File: config.mk
export PLATFORM = sky130hd
export DESIGN_NAME = iss_ctrl
export DESIGN_NICKNAME = d
export VERILOG_FILES = /design/src/hdl/iss_pkg.sv /design/src/hdl/iss_ctrl.sv
export SDC_FILE = /design/constraint.sdc
export NUM_CORES = 1
export LEC_CHECK = 0
export BUFFER_PORTS_ARGS = -buffer_cell sky130_fd_sc_hd__buf_4
export CORE_AREA = 10 10 47 49
export DETAILED_ROUTE_END_ITERATION = 8
export DIE_AREA = 0 0 57 59
export PLACE_DENSITY = 0.7
export SYNTH_ARGS = -nofsm -noshare
export SYNTH_HDL_FRONTEND = slang
export SYNTH_SLANG_ARGS = --single-unit
File: constraint.sdc
create_clock -name clk_i -period 2.1 [get_ports clk_i]
set_input_delay 0.105 -clock clk_i [delete_from_list [all_inputs] [get_ports clk_i]]
set_output_delay 0.105 -clock clk_i [all_outputs]
set_load 0.02 [all_outputs]
File: src/hdl/iss_pkg.sv
// Shared constants and types for the insertion sorter.
package iss_pkg;

  localparam int unsigned DEPTH  = 64;
  localparam int unsigned DATA_W = 32;
  localparam int unsigned CNT_W  = $clog2(DEPTH + 1);

  typedef enum logic {
    ST_LOAD,
    ST_DRAIN
  } state_e;

  // per-cycle command broadcast to every cell
  typedef struct packed {
    logic insert;
    logic shift;
  } cell_op_t;

endpackage

File: src/hdl/iss_ctrl.sv
// Load/drain sequencer with fill count and overflow flag.
module iss_ctrl
  import iss_pkg::*;
(
  input  logic             clk_i,
  input  logic             rst_ni,
  input  logic             in_valid_i,
  input  logic             in_last_i,
  output logic             in_ready_o,
  input  logic             out_ready_i,
  output logic             out_valid_o,
  output logic             out_last_o,
  output logic             out_dropped_o,
  output cell_op_t         op_o,
  output logic [CNT_W-1:0] fill_o
);

  state_e           state_q, state_d;
  logic [CNT_W-1:0] fill_q, fill_d;
  logic             ovf_q, ovf_d;
  logic             accept;
  logic             full;
  logic             drain_end;

  assign full      = fill_q == CNT_W'(DEPTH);
  assign accept    = in_valid_i & in_ready_o;
  assign drain_end = out_valid_o & out_ready_i & out_last_o;

  always_comb begin
    state_d = state_q;
    unique case (state_q)
      ST_LOAD:  if (accept && in_last_i) state_d = ST_DRAIN;
      ST_DRAIN: if (drain_end) state_d = ST_LOAD;
      default:  state_d = ST_LOAD;
    endcase
  end

  always_comb begin
    in_ready_o  = 1'b0;
    out_valid_o = 1'b0;
    unique case (state_q)
      ST_LOAD:  in_ready_o  = 1'b1;
      ST_DRAIN: out_valid_o = 1'b1;
      default: ;
    endcase
  end

  assign out_last_o    = fill_q == CNT_W'(1);
  assign out_dropped_o = ovf_q;
  assign op_o.insert   = accept & ~full;
  assign op_o.shift    = out_valid_o & out_ready_i;

  always_comb begin
    fill_d = fill_q;
    ovf_d  = ovf_q;
    if (op_o.insert) fill_d = fill_q + CNT_W'(1);
    if (op_o.shift)  fill_d = fill_q - CNT_W'(1);
    // drop the item into a full store, remember for the whole batch
    if (accept && full) ovf_d = 1'b1;
    if (drain_end)      ovf_d = 1'b0;
  end

  always_ff @(posedge clk_i or negedge rst_ni) begin
    if (!rst_ni) begin
      state_q <= ST_LOAD;
      fill_q  <= '0;
      ovf_q   <= 1'b0;
    end else begin
      state_q <= state_d;
      fill_q  <= fill_d;
      ovf_q   <= ovf_d;
    end
  end

  assign fill_o = fill_q;

endmodule

==> results <==
- The flow ran to the end, and the final reports show no timing, DRC or antenna violations.
- Summing the areas of all and, or, nand and nor instances in the mapped netlist gives 22.9% of the synthesized area.
- TritonCTS built the clock tree.
- In the final layout, the share of cells above drive strength 1 is 31.7%.
- The worst vdd rail ir drop is 0.000741 V.
- The number of pins exceeding their max-slew limit in the final report was 0.
- The fraction of registers with async set/reset is 100%.
- The detailed placer's ending HPWL is 1.09 mm.
- The net count after synthesis is 69.
- The final hold violation count is 0.
- The number of nets with antenna violations after detailed routing is 0.
- The flip-flop and latch count after synthesis is 9.
- The clock-pin slew on the worst setup and hold paths is 0.06 ns.
- Setup repair after global routing left no endpoint under its margin.
- Global routing used 9.40% of the available tracks.
- Data arrives at the worst endpoint at 1.76 ns.
- The leakage power is 0.369 nW.
- After routing, the total negative slack on setup checks comes to 0 ns.
- In the global route stage, met2 resource usage came out at 14.7%.
- The die covers 3360 µm².
- The number of global-route vias before repair is 528.
- In this run the power density over the cells is 1610 nW/µm².
- The critical path class is register to primary output.
- Summing the areas of all compound-gate instances in the mapped netlist gives 13.9% of the synthesized area.
- For the pin with the worst max-slew slack, the measured transition is 0.348 ns.
- For met3 alone, demand over resource in global routing was 3.86%.
- The tree is rooted in a sky130_fd_sc_hd__clkbuf_4.
- The total chip power is 1.23 mW.
- The core region is 1400 µm².
- For flop-to-flop paths, the worst setup slack is 0.28 ns.
- The top cell type's share of synthesized area is 38.5%.
- The number of DRC violations after detailed-routing iteration 0 is 4.
- The number of antenna diodes in the final layout is 0.
- After detailed routing, the number of remaining DRC violations is 0.
- The fraction of synthesized area in multiplexers is 1.92%.
- The floorplan has 14 rows.
- The number of enable flip-flop cells after synthesis is 0.
- The number of buffers on the longest clock path is 2.
- The die boundary width is 57 µm.
- The effective utilization at floorplan is 41.8%.
- The max-cap check violation count is 0.
- In the finished design, the share of the clock period the worst path needs comes to 88.7%.
- The worst register-to-register path ends at fill_o[6].
- The H-tree depth reported by CTS is 1.
- TritonCTS created 3 clock buffers.
- The layer carrying the most global-route usage is met2.
- The final route contains 516 vias.
- The global-route wire length before repair is 2.44 mm.
- The worst setup path is launched from a register.
- The required time of the critical path is 2.00 ns.
- 18 I/O pins were placed.
- The share of the Yosys chip area taken by registers is 38.5%.
- For the worst flop-to-flop path, the logic depth is 4.
- For this block, the routed nets add up to 1.46 mm of wire.
- The number of distinct standard cells referenced by the synthesized netlist is 25.
- The number of antenna violations at the first check in global routing is 0.
- The post-synthesis adder-cell area fraction is 8.55%.
- The most used flip-flop cell after synthesis is sky130_fd_sc_hd__dfrtp_1.
- After detailed routing, the average wire length per cell comes to 14.9 µm.
- The startpoint of the lowest-slack register-to-register path is fill_o[3].
- The overall overflow remaining after global route is 0.
- The cell count after synthesis is 60.
- The class of the tightest hold or removal check is input pin to register.
- In the synthesized netlist, the cells that appear most often are sky130_fd_sc_hd__dfrtp_1 (9), sky130_fd_sc_hd__a21oi_1 (7), sky130_fd_sc_hd__nand2_1 (7).
- In the final design database the tool counted 92 nets.
- The warning count from the yosys run is 0.
- The relative slew slack is 76.8%.
- Routability-driven placement finished with a final weighted congestion of 0.876.
- Clock latency on the worst-skew pair, taken at its later pin, is 0.27 ns.
- The global-route track usage on met1 is 10.3%.
- Yosys attributes the largest share of cell area to sky130_fd_sc_hd__dfrtp_1 (38%), sky130_fd_sc_hd__ha_1 (8.5%), sky130_fd_sc_hd__xor2_1 (7.5%), sky130_fd_sc_hd__a21oi_1 (6.0%), sky130_fd_sc_hd__nand4_1 (5.3%).
- CTS saw 9 sinks.
- The cell area that synthesis handed to floorplanning was 586 µm².
- Entering global routing, the biggest net connects 10 pins.
- The most critical setup path has its startpoint at fill_o[3].
- From synthesis to final layout, the design area changed by 31.2%.
- The number of setup buffers added after CTS is 0.
- On the final layout, the worst clock skew is 0.000507 ns.
- The minimum period implied by the final worst setup slack is 1.86 ns.
- Yosys instantiated no cell more often than sky130_fd_sc_hd__dfrtp_1.
- Setup violations remaining at the end of the flow were counted as 0.
- The highest achievable clock rate is 0.537 GHz.
- Dividing the detail-routed via count by the number of cells gives 5.27.
- The worst setup path endpoint is out_last_o.
- STA classifies the critical path endpoint as a primary output.
- By area, the combinational part of the netlist is dominated by simple AND/OR/NAND/NOR gates.
- In this run the vertical extent of the chip is 59 µm.
- The leading area contributor after synthesis is sky130_fd_sc_hd__dfrtp_1.
- The largest driver fanout on the critical path is 8.
- Each instance of the synthesized netlist takes up on average 9.76 µm².
- Gates resized during post-CTS repair numbered 0.
- The number of buffers inserted by port buffering is 17.
- The number of detailed-route iterations in the first pass is 3.
- After Yosys synthesis, XOR and XNOR cells account for 8.97% of the synthesized area.
[registers in the layout (all words and copies together) (netlist names)]
signal,count
state_q,1
out_dropped_o,1
fill_o,7
[critical path, cell delays in order (launching register included)]
cell,delay [ns]
sky130_fd_sc_hd__dfrtp_1,0.47
sky130_fd_sc_hd__or4_4,0.59
sky130_fd_sc_hd__nor3b_2,0.24
sky130_fd_sc_hd__buf_4,0.18
[logic make-up after synthesis]
logic type,Yosys count
buf+inv,6
mux,1
compound gates,11
flops,9
xor+xnor,6
simple gates,23
fa+ha+maj,4
[through the flow]
step           utilization [%]  hold WS, ns  instances  worst slack (ns)  area (µm²)
4_1_cts                   54.8       0.0679         98             0.237         768
5_1_grt                   54.8       0.0849         98             0.178         768
3_3_place_gp              52.2      -0.0618         93             0.329         732
6_report                  54.8       0.0647         98             0.236         768
3_5_place_dp              52.2      -0.0608         93             0.283         732
2_1_floorplan                -       -0.191         60             0.154         586
[worst min path at each step]
stage / cells after the start / end / startpoint
5_1_grt: 2 / state_q / in_last_i
3_5_place_dp: 1 / fill_o[1] / rst_ni
2_1_floorplan: 0 / fill_o[0] / rst_ni
6_report: 2 / state_q / in_last_i
3_3_place_gp: 1 / fill_o[1] / rst_ni
4_1_cts: 2 / state_q / in_last_i
[metal layers]
metal  vias to the layer above  routed length (µm)
met1                       241                 664
li1                        259                   -
met5                         -                   0
met4                         0                  31
met2                        11                 688
met3                         5                  78
[report_power, final]
part	leakage, nW	switching [mW]	internal (mW)	total, mW
combinational	0.246	0.395	0.304	0.698
clock	0.0150	0.0681	0.0737	0.142
sequential	0.108	0.133	0.262	0.395
total	0.369	0.596	0.639	1.23
[layout by cell type (no fill, tap or decap), drive strengths merged]
cell / Yosys / layout
xnor2: 1 / 1
clkinv: 1 / 1
nand2: 7 / 7
o31ai: 1 / 1
a21oi: 7 / 7
a22o: 1 / 1
nor2b: 1 / 1
nand3: 1 / 1
nor2: 2 / 2
nand4: 5 / 5
or4: 2 / 2
o21a: 1 / 1
mux2: 1 / 1
dlygate4sd3: 0 / 1
ha: 4 / 4
xor2: 5 / 5
nor3: 1 / 1
inv: 3 / 3
nor3b: 1 / 1
dfrtp: 9 / 9
o221ai: 1 / 1
buf: 2 / 19
nand4b: 1 / 1
clkbuf: 0 / 4
and3: 2 / 2
[cell type report]
| class | count | area [µm²] |
|---|---|---|
| repair buffers | 20 | 153 |
| multi-input cells | 45 | 329 |
| well taps | 16 | 20.0 |
| clock buffers | 4 | 26.3 |
| flip-flops and latches | 9 | 225 |
| fillers | 143 | 633 |
| inverters | 4 | 15.0 |
[repair_timing]
action,4_1_cts,5_1_grt
setup endpoints to repair,0,0
endpoints found under the hold margin,9,0
hold buffers,1,0
Power figures use the tool's default switching activity.
