<file path="config.mk">
export PLATFORM = sky130hd
export DESIGN_NAME = iss_cell
export DESIGN_NICKNAME = d
export VERILOG_FILES = /design/src/hdl/iss_pkg.sv /design/src/hdl/iss_cell.sv
export SDC_FILE = /design/constraint.sdc
export NUM_CORES = 1
export LEC_CHECK = 0
export ABC_AREA = 1
export BUFFER_PORTS_ARGS = -buffer_cell sky130_fd_sc_hd__buf_2
export CAP_MARGIN = 20
export CELL_PAD_IN_SITES_DETAIL_PLACEMENT = 1
export CELL_PAD_IN_SITES_GLOBAL_PLACEMENT = 1
export CORE_MARGIN = 8
export CORE_UTILIZATION = 28
export DETAILED_ROUTE_END_ITERATION = 10
export PLACE_DENSITY = 0.73
export SLEW_MARGIN = 20
export SYNTH_ARGS = -nofsm -noshare
export SYNTH_HDL_FRONTEND = slang
export SYNTH_SLANG_ARGS = --single-unit
</file>
<file path="constraint.sdc">
create_clock -name clk_i -period 3 [get_ports clk_i]
set_input_delay 0.45 -clock clk_i [delete_from_list [all_inputs] [get_ports clk_i]]
set_output_delay 0.45 -clock clk_i [all_outputs]
set_load 0.005 [all_outputs]
</file>
<file path="src/hdl/iss_pkg.sv">
// Shared constants and types for the insertion sorter.
package iss_pkg;

  localparam int unsigned DEPTH  = 64;
  localparam int unsigned DATA_W = 32;
  localparam int unsigned CNT_W  = $clog2(DEPTH + 1);

  typedef enum logic {
    ST_LOAD,
    ST_DRAIN
  } state_e;

  // per-cycle command broadcast to every cell
  typedef struct packed {
    logic insert;
    logic shift;
  } cell_op_t;

endpackage

</file>
<file path="src/hdl/iss_cell.sv">
// One sorter cell: holds one entry, inserts on compare, shifts down on drain.
module iss_cell
  import iss_pkg::*;
(
  input  logic                     clk_i,
  input  cell_op_t                 op_i,
  input  logic signed [DATA_W-1:0] key_i,
  input  logic                     occ_i,
  input  logic                     prev_occ_i,
  input  logic                     prev_gt_i,
  input  logic signed [DATA_W-1:0] prev_val_i,
  input  logic signed [DATA_W-1:0] next_val_i,
  output logic signed [DATA_W-1:0] val_o,
  output logic                     gt_o
);

  logic signed [DATA_W-1:0] val_q, val_d;
  logic                     gt;
  logic                     take;

  // strictly greater keeps equal keys below the new one
  assign gt   = val_q > key_i;
  assign take = op_i.insert & (occ_i ? gt : prev_occ_i);

  always_comb begin
    val_d = val_q;
    if (take) begin
      // move the neighbor up if it is also greater, else the key lands here
      val_d = (prev_occ_i & prev_gt_i) ? prev_val_i : key_i;
    end else if (op_i.shift) begin
      val_d = next_val_i;
    end
  end

  always_ff @(posedge clk_i) begin
    val_q <= val_d;
  end

  assign val_o = val_q;
  assign gt_o  = gt;

endmodule

</file>
==> impl_metrics.yaml, run 1 <==
timing:
  whs_ns: 0.420
  drv_slew: 0
  rsz0062_at_grt: "false"
  setup_viol: 0
  period_share_pct: 82.2
  max_clock_freq_ghz: 0.405
  finalCriticalPeriod_ns: 2.47
  finalHoldViolCount: 0
  setup_tns_ns: 0
  finalClockSkew_ns: 0.00765
  tightest_slew_ns: 0.579
  finalWorstSetupSlack_ns: 0.534
  relSlewSlack_pct: 61.2
route:
  wl_per_cell_um: 15.5
  wirelength_um: 9650
  drcViolationCount: 0
  via_count: 2812
  viasPerCell: 4.51
  drtIter0Drc: 92
  antenna_left: 0
  dr.pass1.iters: 4
hold_path:
  min_from: "next_val_i[27]"
  hp-class: "primary input to register"
  holdPathEnd: "val_o[27]$_DFFE_PP_"
  holdPathStages: 3
setup_path:
  ff2ff_path_depth: 13
  reg2reg_to: "val_o[22]$_DFFE_PP_"
  rr_startpoint: "val_o[15]$_DFFE_PP_"
  worstPathMaxFanout: 2
  critPathArrivalTime_ns: 2.02
  cpPeakStageDelay_ns: 0.42
  cp-end-kind: "output pin"
  startpoint_type: "register"
  cpMostUsedCell: "nand2_1"
  worst_path_max_delay_cell: "edfxtp_1"
  crit_required_ns: 2.55
  cp_cell_sequence: "ha_1 -> a21oi_1 -> o21ai_0 -> a21oi_1 -> nand2_1 -> nand2_1 -> nand2_1 -> nand2_1 -> nand3_2 -> inv_1 -> buf_2"
  worstSetupPathType: "register to output pin"
  rrSetupSlack_ns: 0.54
clock_tree:
  postCtsHoldBufs: 0
  cts_tree: "built"
  htreeDepth: 2
  cts_buffer_depth: 2
  insertion_delay_ns: 0.29
  cts_made_buffers: 5
  cts_root_buf: "clkbuf_8"
  cts_sinks: 32
  path_clk_slew_ns: 0.08
  post-cts-setup-buffer-count: 0
  cts_resized: 0
layout:
  drive_gt1_share_pct: 31.6
  largest_reg_flops: 32
  nFillCells: 1236
  diodes: 0
  fin_nets: 627
  layout_commonest_cell: "buf_2"
  multi_input_area_um2: 1450
  fin_util_pct: 38.6
  mostFrequentLayoutCells: "134 x buf_2, 104 x nand2_1, 45 x a21oi_1"
  area_growth_pct: 34.5
  seqCellArea_um2: 961
grt:
  grt_max_degree: 33
  grt_pass1_vias: 3185
  grt.overflow.total: 0
  grt_first_pass_wirelength_um: 15500
  antenna_found_initial: 0
  grt_usage_pct: 15.0
power:
  p_leak_nw: 1.99
  power.density_nw_per_um2: 443
  irDropWorstVdd_mv: 0.228
floorplanning:
  core_area_um2: 9240
  fp.dieH_um: 113
  io_pins: 135
  die_width_um: 113
  rows: 35
  fp.dieArea_um2: 12900
  start_util_pct: 28.7
yosys:
  synth_nets: 493
  synth-compound-area-share_pct: 9.99
  synth_top_family_by_area: "simple AND/OR/NAND/NOR gates"
  yosys.area.top_type: "edfxtp_1"
  synthAdderAreaFrac_pct: 15.1
  yosysSeqAreaShare_pct: 36.2
  postSynthCellCount: 359
  netlist.area_leader.share_pct: 36.2
  synth_cell_types: 18
  syn_area_per_cell_um2: 7.40
  synth_mux_area_share_pct: 0.424
  synth_area_um2: 2660
  synth_warnings: 0
  synthSimpleGateAreaFrac_pct: 28.8
  synth_xor_area_share_pct: 0
  ys_ff_latch: 32
  synthTopCellsByArea: "edfxtp_1 36%, ha_1 15%, nand2_1 15%"
place:
  dp_hpwl_um: 7870
  post-place-ws_ns: 0.328
  gp_congestion: 0.726
  port_buffers: 134
flow_run:
  maxCapViolCount: 0
status:
  status: "completed"
## worst max-delay path: cells and delay by family (launching register included)
kind                     cells  cell delay, ns
AO/OA/AOI/OAI                3            0.44
buffers and inverters        2            0.18
adder cells (fa/ha/maj)      1            0.31
AND/OR/NAND/NOR              5            0.38
flip-flops                   1            0.42
## where the power goes
part	internal [mW]	switching [mW]
combinational	0.230	0.314
clock	0.246	0.178
sequential	0.577	0.0380
## layout make-up
class                           count  share of cell area [%]
Timing Repair Buffer              142                    20.5
Tap cell                          129                    4.52
Sequential cell                    32                    26.9
Clock buffer                        5                    1.93
Inverter                           43                    4.52
Multi-Input combinational cell    269                    40.5
Clock inverter                      3                    1.19
## layer usage
| layer | global-route usage [%] | vias up | share of wire, % |
|---|---|---|---|
| li1 | - | 1448 | - |
| met1 | 16.2 | 1290 | 42 |
| met2 | 28.5 | 69 | 52 |
| met3 | 3.91 | 5 | 5.1 |
| met4 | 3.37 | 0 | 0.72 |
| met5 | 0 | - | 0 |
## cells by family (layout without fill, tap and decap cells)
logic type | count (synthesis) | count (layout)
adder cells (fa/ha/maj) | 32 | 32
AND/OR/NAND/NOR | 185 | 185
buffers and inverters | 58 | 193
AO/OA/AOI/OAI | 51 | 51
flip-flops | 32 | 32
multiplexers | 1 | 1
## cell usage after synthesis
master	instances
nand2_1	105
edfxtp_1	32
ha_1	32
nor2_1	40
a21o_1	1
a21oi_1	45
mux2_2	1
clkbuf_1	9
o21a_1	3
buf_6	3
o21ai_0	2
nor2_2	1
inv_1	43
buf_4	3
nand3_1	34
nand2_4	2
nand3_2	1
nand4_1	2
## stage by stage
stage | cell area (µm²) | total power [mW] | std cells
6_report | 3570 | 1.58 | 623
5_1_grt | 3570 | 1.71 | 623
4_1_cts | 3570 | 1.61 | 623
3_5_place_dp | 3460 | 1.18 | 615
3_3_place_gp | 3460 | 1.16 | 615
2_1_floorplan | 2660 | 0.940 | 359
## worst max-delay path by stage
stage	depth (start not counted)	slack [ns]	from	endpoint
finish	11	0.53	val_o[15]$_DFFE_PP_	gt_o
global route	13	0.30	val_o[11]$_DFFE_PP_	val_o[22]$_DFFE_PP_
CTS	11	0.49	val_o[15]$_DFFE_PP_	gt_o
detailed placement	15	0.33	key_i[15]	val_o[27]$_DFFE_PP_
global placement	15	0.35	key_i[15]	val_o[27]$_DFFE_PP_
floorplan	13	0.14	key_i[31]	val_o[0]$_DFFE_PP_
(Power assumes the default switching activity.)
==> run 2: changes to the inputs <==
- ABC_AREA: 1 -> 0
- CORE_UTILIZATION: 28 -> 30
- PLACE_DENSITY: 0.73 -> 0.69
- clock period: 3 -> 2.4 ns (I/O delays scaled with it)
==> run 2 against run 1 <==
The run now ends with negative setup slack left. Clock power decreased by 6.1%. Routed wire length increased by 2.1%. Synthesized area unchanged.
==> impl_metrics.yaml, run 2 <==
route:
  drcViolationCount: 0
  antenna_left: 0
  viasPerCell: 4.72
  drtIter0Drc: 64
  wl_per_cell_um: 18.3
  via_count: 2542
  dr.pass1.iters: 4
  wirelength_um: 9850
floorplanning:
  die_width_um: 110
  core_area_um2: 8640
  io_pins: 135
  rows: 34
  fp.dieH_um: 110
  fp.dieArea_um2: 12100
  start_util_pct: 30.7
setup_path:
  startpoint_type: "register"
  crit_required_ns: 2.43
  cp_top_family: "simple AND/OR/NAND/NOR gates"
  worstSetupPathType: "register to register"
  rrSetupSlack_ns: -0.57
  worst-path-buf-inv: 3
  endpoint: "val_o[4]$_DFFE_PP_"
  cp-end-kind: "register"
  ff2ff_path_depth: 11
  worst_path_max_delay_cell: "edfxtp_1"
  worstPathMaxFanout: 5
  critPathArrivalTime_ns: 3.01
  cp_cell_sequence: "ha_1 -> nand4_1 -> nor2_2 -> a221oi_2 -> o211ai_1 -> or3b_4 -> a31oi_4 -> buf_6 -> buf_8 -> buf_16 -> mux2_4"
  rr_startpoint: "val_o[26]$_DFFE_PP_"
  reg2reg_to: "val_o[4]$_DFFE_PP_"
  critPathLaunch: "val_o[26]$_DFFE_PP_"
  cpPeakStageDelay_ns: 0.42
  cp.depth: 11
yosys:
  yosys.area.top_type: "edfxtp_1"
  synthSimpleGateAreaFrac_pct: 6.79
  synth_cell_types: 29
  synth_mux_area_share_pct: 28.6
  postSynthCellCount: 227
  synthTopCellsByArea: "edfxtp_1 36%, mux2_2 23%, ha_1 15%"
  yosysMostFrequentCell: "mux2_2"
  synth_xor_area_share_pct: 0.330
  synth_edf_count: 32
  yosysSeqAreaShare_pct: 36.2
  syn_area_per_cell_um2: 11.7
  synthAdderAreaFrac_pct: 15.1
  netlist.area_leader.share_pct: 36.2
  ys_ff_latch: 32
  synth_top_family_by_area: "multiplexers"
  async_flop_share_pct: 0
  synth_common_cells: "54 x mux2_2, 33 x inv_1, 32 x edfxtp_1, 32 x ha_1, 16 x a21oi_1"
  synth-main-ff-cell: "edfxtp_1"
  synth_area_um2: 2660
  synth_warnings: 0
  synth_nets: 361
  synth-compound-area-share_pct: 6.55
status:
  status: "finished, violations left"
  violations: "negative setup slack"
layout:
  fin_util_pct: 52.6
  mostFrequentLayoutCells: "134 x buf_2, 48 x buf_4, 33 x inv_1"
  area_growth_pct: 71.2
  diodes: 0
  final_area_um2: 4550
  seqCellArea_um2: 961
  drive_gt1_share_pct: 70.5
  multi_input_area_um2: 1840
  stdcell_count: 539
  nFillCells: 972
  largest_reg_flops: 32
  fin_nets: 565
  layout_commonest_cell: "buf_2"
clock_tree:
  cts_tree: "built"
  path_clk_slew_ns: 0.07
  cts_buffer_depth: 2
  insertion_delay_ns: 0.28
  htreeDepth: 2
  cts_root_buf: "clkbuf_8"
  postCtsHoldBufs: 0
  cts_sinks: 32
  cts_made_buffers: 5
timing:
  rsz0062_at_grt: "true"
  finalWorstSetupSlack_ns: -0.572
  max_clock_freq_ghz: 0.336
  finalHoldViolCount: 0
  finalCriticalPeriod_ns: 2.97
  period_share_pct: 124
  finalClockSkew_ns: 0.00687
  tightest_slew_ns: 0.478
  setup_viol: 65
  whs_ns: 0.373
  relSlewSlack_pct: 67.9
  drv_slew: 0
place:
  port_buffers: 134
  dp_hpwl_um: 7400
  postPlaceCellArea_um2: 3880
  dp_cells: 504
  gp_congestion: 0.729
power:
  power.density_nw_per_um2: 477
  total_power_mw: 2.17
  p_leak_nw: 2.21
  irDropWorstVdd_mv: 0.216
flow_run:
  maxCapViolCount: 0
grt:
  grt.overflow.total: 0
  grt_max_degree: 33
  grt_usage_pct: 15.6
  grt_first_pass_wirelength_um: 14600
  grt_pass1_vias: 3026
  antenna_found_initial: 0
hold_path:
  hp-class: "primary input to register"
## run 2: per-layer routing
layer,track usage (%),vias to the layer above,wire length (µm)
met3,3.66,11,604
li1,-,1250,-
met4,4.44,0,165
met5,0,-,0
met1,16.4,1208,3650
met2,29.9,73,5430
## run 2: cells by family (layout without fill, tap and decap cells)
logic type,after synthesis,in the layout
multiplexers,64,64
buffers and inverters,39,243
adder cells (fa/ha/maj),32,32
flip-flops,32,32
AND/OR/NAND/NOR,32,32
AO/OA/AOI/OAI,27,27
XOR/XNOR,1,1
## run 2: worst min path at each step
stage	from	end	slack (ns)	depth (start not counted)
floorplan	next_val_i[12]	val_o[12]$_DFFE_PP_	0.58	1
global placement	next_val_i[14]	val_o[14]$_DFFE_PP_	0.66	2
detailed placement	next_val_i[14]	val_o[14]$_DFFE_PP_	0.66	2
CTS	next_val_i[14]	val_o[14]$_DFFE_PP_	0.37	2
global route	next_val_i[7]	val_o[7]$_DFFE_PP_	0.37	2
finish	next_val_i[14]	val_o[14]$_DFFE_PP_	0.37	2
## run 2: what timing repair did
| item | CTS | global route |
|---|---|---|
| endpoints found under the setup margin | 65 | 65 |
| gates resized for setup | 44 | 15 |
| setup buffers | 13 | 11 |
| pin swaps | 17 | 12 |
| gates cloned | 5 | 1 |
## run 2: layout make-up
class / instances / share of cell area [%]
tap: 108 / 2.97
sequential: 32 / 21.1
clock buffer: 6 / 1.60
inverter: 33 / 2.73
timing repair buffer: 203 / 31.0
clock inverter: 1 / 0.110
multi-input combinational: 156 / 40.5
## run 2: stage by stage
| stage | setup WS, ns | TNS (ns) |
|---|---|---|
| 5_1_grt | -0.660 | -40.82 |
| 2_1_floorplan | -0.396 | -21.79 |
| 6_report | -0.572 | -34.98 |
| 3_3_place_gp | -0.542 | -32.70 |
| 4_1_cts | -0.461 | -27.73 |
| 3_5_place_dp | -0.646 | -38.74 |
## run 2: where the power goes
| group | leakage, nW | switching, mW | internal [mW] |
|---|---|---|---|
| sequential | 0.319 | 0.0470 | 0.707 |
| combinational | 1.85 | 0.403 | 0.614 |
| clock | 0.0410 | 0.201 | 0.197 |
## run 2: worst register-to-register path, stage by stage, from the launching register on
cell and delay, ns:
edfxtp_1 0.42, ha_1 0.32, nand4_1 0.16, nor2_2 0.09, a221oi_2 0.25, o211ai_1 0.18, or3b_4 0.41, a31oi_4 0.20
buf_6 0.13, buf_8 0.13, buf_16 0.14, mux2_4 0.31
==> run 3: changes to the inputs <==
- RECOVER_POWER: not set -> 50
==> run 3 against run 2 <==
The run still ends with negative setup slack left. Final area down 0.17%. Combinational power about the same. Cell count unchanged. Non-clock buffer count unchanged. Routed wire length down 0.10%. Sequential power about the same. Clock skew about the same. Hold slack about the same. Sequential share of layout area about the same. Clock-buffer cell count unchanged. Setup slack about the same. Global-route usage unchanged. Critical path type unchanged. Largest cell class unchanged. Largest power group unchanged. Highest routed layer unchanged.
==> impl_metrics.yaml, run 3 (synthesized netlist as in run 2, its figures left out) <==
status:
  status: "finished, violations left"
  violations: "negative setup slack"
setup_path:
  cpPeakStageDelay_ns: 0.42
  crit_required_ns: 2.43
  worstSetupPathType: "register to register"
  worst_path_max_delay_cell: "edfxtp_1"
  startpoint_type: "register"
  cp-end-kind: "register"
  cp_cell_sequence: "ha_1 -> nand4_1 -> nor2_2 -> a221oi_2 -> o211ai_1 -> or3b_4 -> a31oi_4 -> buf_6 -> buf_8 -> buf_16 -> mux2_4"
  worstPathMaxFanout: 5
  critPathArrivalTime_ns: 3.01
layout:
  diodes: 0
  multi_input_area_um2: 1840
  fin_nets: 565
  seqCellArea_um2: 961
  layout_commonest_cell: "buf_2"
  largest_reg_flops: 32
  final_area_um2: 4540
  area_growth_pct: 70.9
  drive_gt1_share_pct: 69.1
  nFillCells: 974
  mostFrequentLayoutCells: "128 x buf_2, 48 x buf_4, 33 x inv_1"
place:
  postPlaceCellArea_um2: 3880
  post-place-ws_ns: -0.646
  dp_hpwl_um: 7400
  port_buffers: 134
  gp_congestion: 0.729
power:
  p_leak_nw: 2.20
  power.density_nw_per_um2: 477
  irDropWorstVdd_mv: 0.216
timing:
  finalClockSkew_ns: 0.00655
  rsz0062_at_grt: "true"
  drv_slew: 0
  setup_viol: 65
  tightest_slew_ns: 0.478
  relSlewSlack_pct: 67.9
  finalCriticalPeriod_ns: 2.97
  finalWorstSetupSlack_ns: -0.572
  finalHoldViolCount: 0
  max_clock_freq_ghz: 0.336
  period_share_pct: 124
clock_tree:
  cts_sinks: 32
  htreeDepth: 2
  cts_root_buf: "clkbuf_8"
  cts_buffer_depth: 2
  cts_tree: "built"
  insertion_delay_ns: 0.28
  cts_made_buffers: 5
  path_clk_slew_ns: 0.07
floorplanning:
  fp.dieArea_um2: 12100
  rows: 34
  io_pins: 135
  core_area_um2: 8640
  die_width_um: 110
  fp.dieH_um: 110
  start_util_pct: 30.7
route:
  via_count: 2539
  drcViolationCount: 0
  drtIter0Drc: 63
  viasPerCell: 4.71
  antenna_left: 0
  wirelength_um: 9840
  wl_per_cell_um: 18.3
  dr.pass1.iters: 4
grt:
  antenna_found_initial: 0
  grt_max_degree: 33
  grt_first_pass_wirelength_um: 14600
  grt.overflow.total: 0
  grt_usage_pct: 15.6
  grt_pass1_vias: 3026
flow_run:
  maxCapViolCount: 0
hold_path:
  hp-class: "primary input to register"
[run 3: cell count changes in the layout (fill, tap and decap cells not counted), sizes merged]
cell    change
buf         -6
clkbuf      +6
[run 3: layout make-up]
cell class	count	area share, %
Multi-Input combinational cell	156	40.6
Timing Repair Buffer	203	30.9
Sequential cell	32	21.2
Tap cell	108	2.98
Inverter	33	2.73
Clock buffer	6	1.60
Clock inverter	1	0.110
[run 3: what timing repair did]
action	CTS	global route
pin swaps	17	12
buffers inserted	13	11
hold buffers	0	0
gates resized for setup	44	15
setup endpoints to repair	65	65
gates cloned	5	1
[run 3: final timing paths]
kind | startpoint | endpoint | slack, ns | cells after the start
max reg2reg | val_o[26]$_DFFE_PP_ | val_o[4]$_DFFE_PP_ | -0.57 | 11
max | val_o[26]$_DFFE_PP_ | val_o[4]$_DFFE_PP_ | -0.57 | 11
min | next_val_i[14] | val_o[14]$_DFFE_PP_ | 0.37 | 2
min reg2reg | val_o[31]$_DFFE_PP_ | val_o[29]$_DFFE_PP_ | 1.46 | 7
[run 3: metal layers]
metal	vias up	track usage, %	routed length, µm
li1	1250	-	-
met1	1203	16.4	3640
met2	75	29.9	5430
met3	11	3.66	603
met4	0	4.44	165
met5	-	0	0
[run 3: power breakdown]
group,switching [mW],internal [mW],leakage [nW]
sequential,0.0474,0.707,0.319
combinational,0.403,0.611,1.84
clock,0.201,0.197,0.0410
[run 3: metrics by stage]
| step | hold WS (ns) | cells | power, mW | TNS, ns | util (%) |
|---|---|---|---|---|---|
| finish | 0.374 | 539 | 2.17 | -34.97 | 52.6 |
| global route | 0.370 | 539 | 2.30 | -40.82 | 52.6 |
| CTS | 0.368 | 529 | 2.14 | -27.73 | 51.2 |
| detailed placement | 0.665 | 504 | 1.54 | -38.74 | 45.0 |
| global placement | 0.664 | 504 | 1.51 | -32.70 | 45.0 |
| floorplan | 0.578 | 227 | 1.15 | -21.79 | - |
[run 3: critical path, delay by kind of cell (launching register included)]
family                   cells  cell delay [ns]
adder cells (fa/ha/maj)      1             0.32
AO/OA/AOI/OAI                3             0.63
AND/OR/NAND/NOR              3             0.66
multiplexers                 1             0.30
buffers and inverters        3             0.38
flip-flops                   1             0.42
